## config.mk

```make
export PLATFORM = sky130hd
export DESIGN_NAME = rau_queue
export DESIGN_NICKNAME = d
export VERILOG_FILES = /design/src/rtl/rau_pkg.sv /design/src/rtl/rau_queue.sv
export SDC_FILE = /design/constraint.sdc
export NUM_CORES = 1
export LEC_CHECK = 0
export BUFFER_PORTS_ARGS = -buffer_cell sky130_fd_sc_hd__buf_2
export CORE_AREA = 2 2 107 109
export DETAILED_ROUTE_END_ITERATION = 8
export DIE_AREA = 0 0 109 111
export PLACE_DENSITY = 0.82
export SLEW_MARGIN = 5
export SYNTH_ARGS = -nofsm -noshare
export SYNTH_HDL_FRONTEND = slang
export SYNTH_SLANG_ARGS = --single-unit
```

## constraint.sdc

```tcl
create_clock -name clk -period 9.55 [get_ports clk]
set_clock_uncertainty 0.05 [all_clocks]
set_input_delay 0 -clock clk [delete_from_list [all_inputs] [get_ports clk]]
set_output_delay 0 -clock clk [all_outputs]
set_load 0.02 [all_outputs]
```

## src/rtl/rau_pkg.sv

```systemverilog
// rau_pkg: types and constants shared by the rational arithmetic unit
// depends on nothing
package rau_pkg;

  localparam int WIDTH = 16;
  localparam int QDEPTH = 2;

  typedef enum logic [2:0] {
    OP_ADD = 3'd0,
    OP_SUB = 3'd1,
    OP_MUL = 3'd2,
    OP_DIV = 3'd3,
    OP_ABS = 3'd4,
    OP_POW = 3'd5
  } rau_op_t;

  typedef enum logic [1:0] {
    ST_OK   = 2'd0,
    ST_ZERO = 2'd1,
    ST_OVF  = 2'd2
  } rau_status_t;

  typedef enum logic [1:0] {
    CLS_ARITH,
    CLS_ABS,
    CLS_POW,
    CLS_NONE
  } rau_cls_t;

  typedef struct packed {
    rau_cls_t            cls;
    logic [2:0]          op;
    logic signed [15:0]  a_num;
    logic signed [15:0]  a_den;
    logic signed [15:0]  b_num;
    logic signed [15:0]  b_den;
    logic signed [7:0]   exponent;
  } rau_entry_t;

  typedef enum logic [3:0] {
    B_IDLE,
    B_MUL,
    B_SUM,
    B_NORM,
    B_GCD,
    B_DIV,
    B_PREP,
    B_POW,
    B_CHECK,
    B_EMIT
  } rau_bstate_t;

endpackage

```

## src/rtl/rau_queue.sv

```systemverilog
// rau_queue: two-entry queue between the classifier and the execution sequencer
// depends on rau_pkg
module rau_queue (
  input  logic                clk,
  input  logic                rst,
  input  logic                push,
  input  rau_pkg::rau_entry_t push_data,
  output logic                full,
  input  logic                pop,
  output logic                avail,
  output rau_pkg::rau_entry_t pop_data
);
  import rau_pkg::*;

  rau_entry_t slots [QDEPTH];
  logic       wr_ptr;
  logic       rd_ptr;
  logic [1:0] count;

  assign full     = (count == 2'(QDEPTH));
  assign avail    = (count != 2'd0);
  assign pop_data = slots[rd_ptr];

  always_ff @(posedge clk) begin
    if (rst) begin
      wr_ptr <= 1'b0;
      rd_ptr <= 1'b0;
      count  <= 2'd0;
    end else begin
      if (push) begin
        wr_ptr <= !wr_ptr;
      end
      if (pop) begin
        rd_ptr <= !rd_ptr;
      end
      if (push && !pop) begin
        count <= count + 2'd1;
      end else if (pop && !push) begin
        count <= count - 2'd1;
      end
    end
  end

  always_ff @(posedge clk) begin
    if (push) begin
      slots[wr_ptr] <= push_data;
    end
  end

endmodule

```

==> summary.txt <==
Outcome
  • Run status: finished clean

Clock tree
  • Clock Sink Count: 159
  • Number of buffers created by CTS: 17
  • Bufs on Longest Clock Path: 2
  • Setup fix buffers added after clock tree synthesis: 0
  • Clock latency at the later pin of the worst-skew pair: 0.41 ns
  • H-tree level count: 4
  • Clock tree from TritonCTS: done
  • Resized cells post-CTS: 0
  • Clock slew seen by the registers of the worst setup and hold paths: 0.07 ns
  • Clk Tree Root Cell: sky130_fd_sc_hd__clkbuf_16

Drt
  • Detailed Routing Iterations Pass 1: 6
  • Via count: 3244
  • Post-route antenna net violation count: 0
  • DR iter-0 viols: 115
  • Average routed wire per standard cell: 16.4 µm
  • Detailed-route vias per instance: 4.84
  • Final routed DRC violation total: 0
  • Total wirelength of the detailed-routed design: 11000 µm

Die
  • Full die area: 12100 µm²
  • Row count: 39
  • Initial core utilization: 53.3%
  • I/O pin total: 160
  • Core ar.: 11100 µm²
  • Die width: 109 µm
  • Die Y: 111 µm

Placed design
  • Placer congestion estimate: 0.702
  • Dpl cell area: 6820 µm²
  • Port buffer count: 159
  • Estimated wirelength of the detail-placed design: 6110 µm

Timing
  • Worst hold slack: 0.255 ns
  • Setup TNS Final: 0 ns
  • Max Freq: 416 MHz
  • Max-Slew Margin vs Limit: 29.8%
  • Slew Limit Fails: 0
  • Setup repair after global routing missed its margin: false
  • Worst Max-Slew Pin Slew: 1.05 ns
  • Number of hold violations in the final report: 0
  • Final worst-path cycle share: 25.2%
  • Post-layout minimum cycle time: 2.40 ns
  • Finish-stage setup viols: 0

Worst setup path
  • Cell family with the largest share of critical-path delay: buffers and inverters
  • Slowest stage delay, CP: 0.73 ns
  • Register-to-register setup slack: 7.44 ns
  • Buf/Inv on CP: 2
  • Slowest stage cell, crit path: sky130_fd_sc_hd__dfxtp_4
  • Critical Path Fanout Max: 39
  • Crit Path Class: reg -> out
  • Critical path launch point type: register
  • Worst path arrival time: 2.35 ns
  • CP required: 9.50 ns
  • Cell-by-cell listing of the critical path: buf_4, mux2_2, buf_2
  • Reg-to-reg startpoint: wr_ptr$_SDFFE_PP0P_
  • Critical Path Sink Type: primary output

Logic synthesis
  • Area of the mapped netlist: 5900 µm²
  • Syn avg cell area: 22.5 µm²
  • Instance count of the mapped netlist: 262
  • Number of flops mapped to enable cells by yosys: 154
  • Warning count from the yosys run: 0
  • Cell with the most instances after synthesis: sky130_fd_sc_hd__edfxtp_1
  • Seq/Total Area, Yosys: 80.1%
  • Synthesized flop and latch total: 159
  • Top_reg_cell synth: sky130_fd_sc_hd__edfxtp_1
  • Ys async rst share: 0%
  • Fraction of post-synthesis cell area in the top cell type by area: 78.4%
  • Most numerous cell types in the synthesized netlist: sky130_fd_sc_hd__edfxtp_1 (154), sky130_fd_sc_hd__mux2_2 (47), sky130_fd_sc_hd__mux2_4 (30)
  • Number of unique standard cell types used by synthesis: 18
  • Synth top area cells: sky130_fd_sc_hd__edfxtp_1 (78%), sky130_fd_sc_hd__mux2_2 (9.0%), sky130_fd_sc_hd__mux2_4 (7.6%)
  • Cell accounting for the most synthesized area: sky130_fd_sc_hd__edfxtp_1
  • Net count of the mapped netlist: 344

Finish
  • Layout cells sized above 1: 52.0%
  • Final net count: 596
  • Number of antenna repair diodes: 0
  • Area added between synthesis and finish: 39.4%
  • Fill cells: 650
  • Fin area: 8230 µm²
  • Final core area utilization: 74.3%

Global routing
  • Maximum number of pins on one net before global-route repair: 78
  • Vias in the first global route: 3594
  • GRT Overall Usage: 19.2%
  • Initial antenna violation count: 0
  • Wire length of the first global-routing pass: 17200 µm
  • Total congestion overflow after global routing: 0

Power
  • Power density over the cells: 210 nW/µm²
  • Leakage power: 3.22 nW
  • IR Drop Worst-Case VDD: 0.000125 V

Worst hold path
  • Hold path startpoint: push_data[13]
  • Class of the worst hold path: in -> reg

Job
  • Max_cap viols: 0
[routing by layer]
metal  GRT usage, %  share of wire (%)  vias to the layer above
li1               -                  -                     1537
met1           21.5                 39                     1582
met2           33.5                 53                      115
met3           7.58                6.4                       10
met4           5.30                1.0                        0
met5              0                  0                        -
[report_power, final]
part | switching, mW | internal, mW
clock network | 0.277 | 0.394
logic | 0.116 | 0.107
registers | 0.0186 | 0.814
[registers in the layout, summed over array words and instances, names as in the netlist, named ones only]
register and cells:
count 2, wr_ptr 1, slots 154, rd_ptr 1
[cell usage in the layout (no fill, tap or decap), types with 2 or more instances in the layout]
master / synthesis / final
sky130_fd_sc_hd__buf_4: 0 / 2
sky130_fd_sc_hd__xor2_1: 2 / 2
sky130_fd_sc_hd__buf_2: 4 / 159
sky130_fd_sc_hd__mux2_4: 30 / 30
sky130_fd_sc_hd__dlygate4sd3_1: 0 / 81
sky130_fd_sc_hd__xnor2_1: 2 / 2
sky130_fd_sc_hd__mux2_2: 47 / 47
sky130_fd_sc_hd__inv_6: 0 / 6
sky130_fd_sc_hd__inv_8: 0 / 2
sky130_fd_sc_hd__nor2_1: 4 / 4
sky130_fd_sc_hd__dfxtp_1: 5 / 4
sky130_fd_sc_hd__bufinv_16: 0 / 2
sky130_fd_sc_hd__clkinv_4: 0 / 3
sky130_fd_sc_hd__clkbuf_16: 0 / 17
sky130_fd_sc_hd__edfxtp_1: 154 / 154
[path summary, 6_finish.rpt]
path / depth (start not counted) / endpoint
min: 2 / slots[0][13]$_DFFE_PP_
min reg2reg: 2 / count[1]$_SDFFE_PP0P_
max: 3 / pop_data[69]
max reg2reg: 2 / slots[0][28]$_DFFE_PP_
[repair_timing]
item                       4_1_cts  5_1_grt
hold buffers                    81        0
setup endpoints to repair        0        0
hold endpoints to repair       159        0
[cell type report]
class	count	area (µm²)	share of cell area [%]
Clock buffer	17	425	5.17
Clock inverter	15	174	2.11
Inverter	1	3.75	0.0456
Multi-Input combinational cell	93	1090	13.3
Sequential cell	159	4730	57.5
Tap cell	143	179	2.18
Timing Repair Buffer	242	1620	19.7
[cell families after synthesis]
| kind of cell | Yosys count | synth area share (%) |
|---|---|---|
| DFF | 159 | 80.1 |
| muxes | 77 | 16.6 |
| buffers and inverters | 10 | 1.55 |
| and+or+nand+nor | 9 | 0.785 |
| xor gates and xnor gates | 4 | 0.594 |
| AOI/OAI and AO/OA | 2 | 0.170 |
| adders and majority gates | 1 | 0.212 |
[through the flow]
| step | total power, mW | std cells | setup slack, ns |
|---|---|---|---|
| floorplan | 0.979 | 262 | 5.23 |
| CTS | 1.74 | 670 | 7.09 |
| finish | 1.73 | 670 | 7.15 |
| global placement | 1.04 | 557 | 7.42 |
| detailed placement | 1.04 | 557 | 7.38 |
| global route | 1.79 | 670 | 7.01 |
Note: power is estimated with default switching activity, not from simulation.
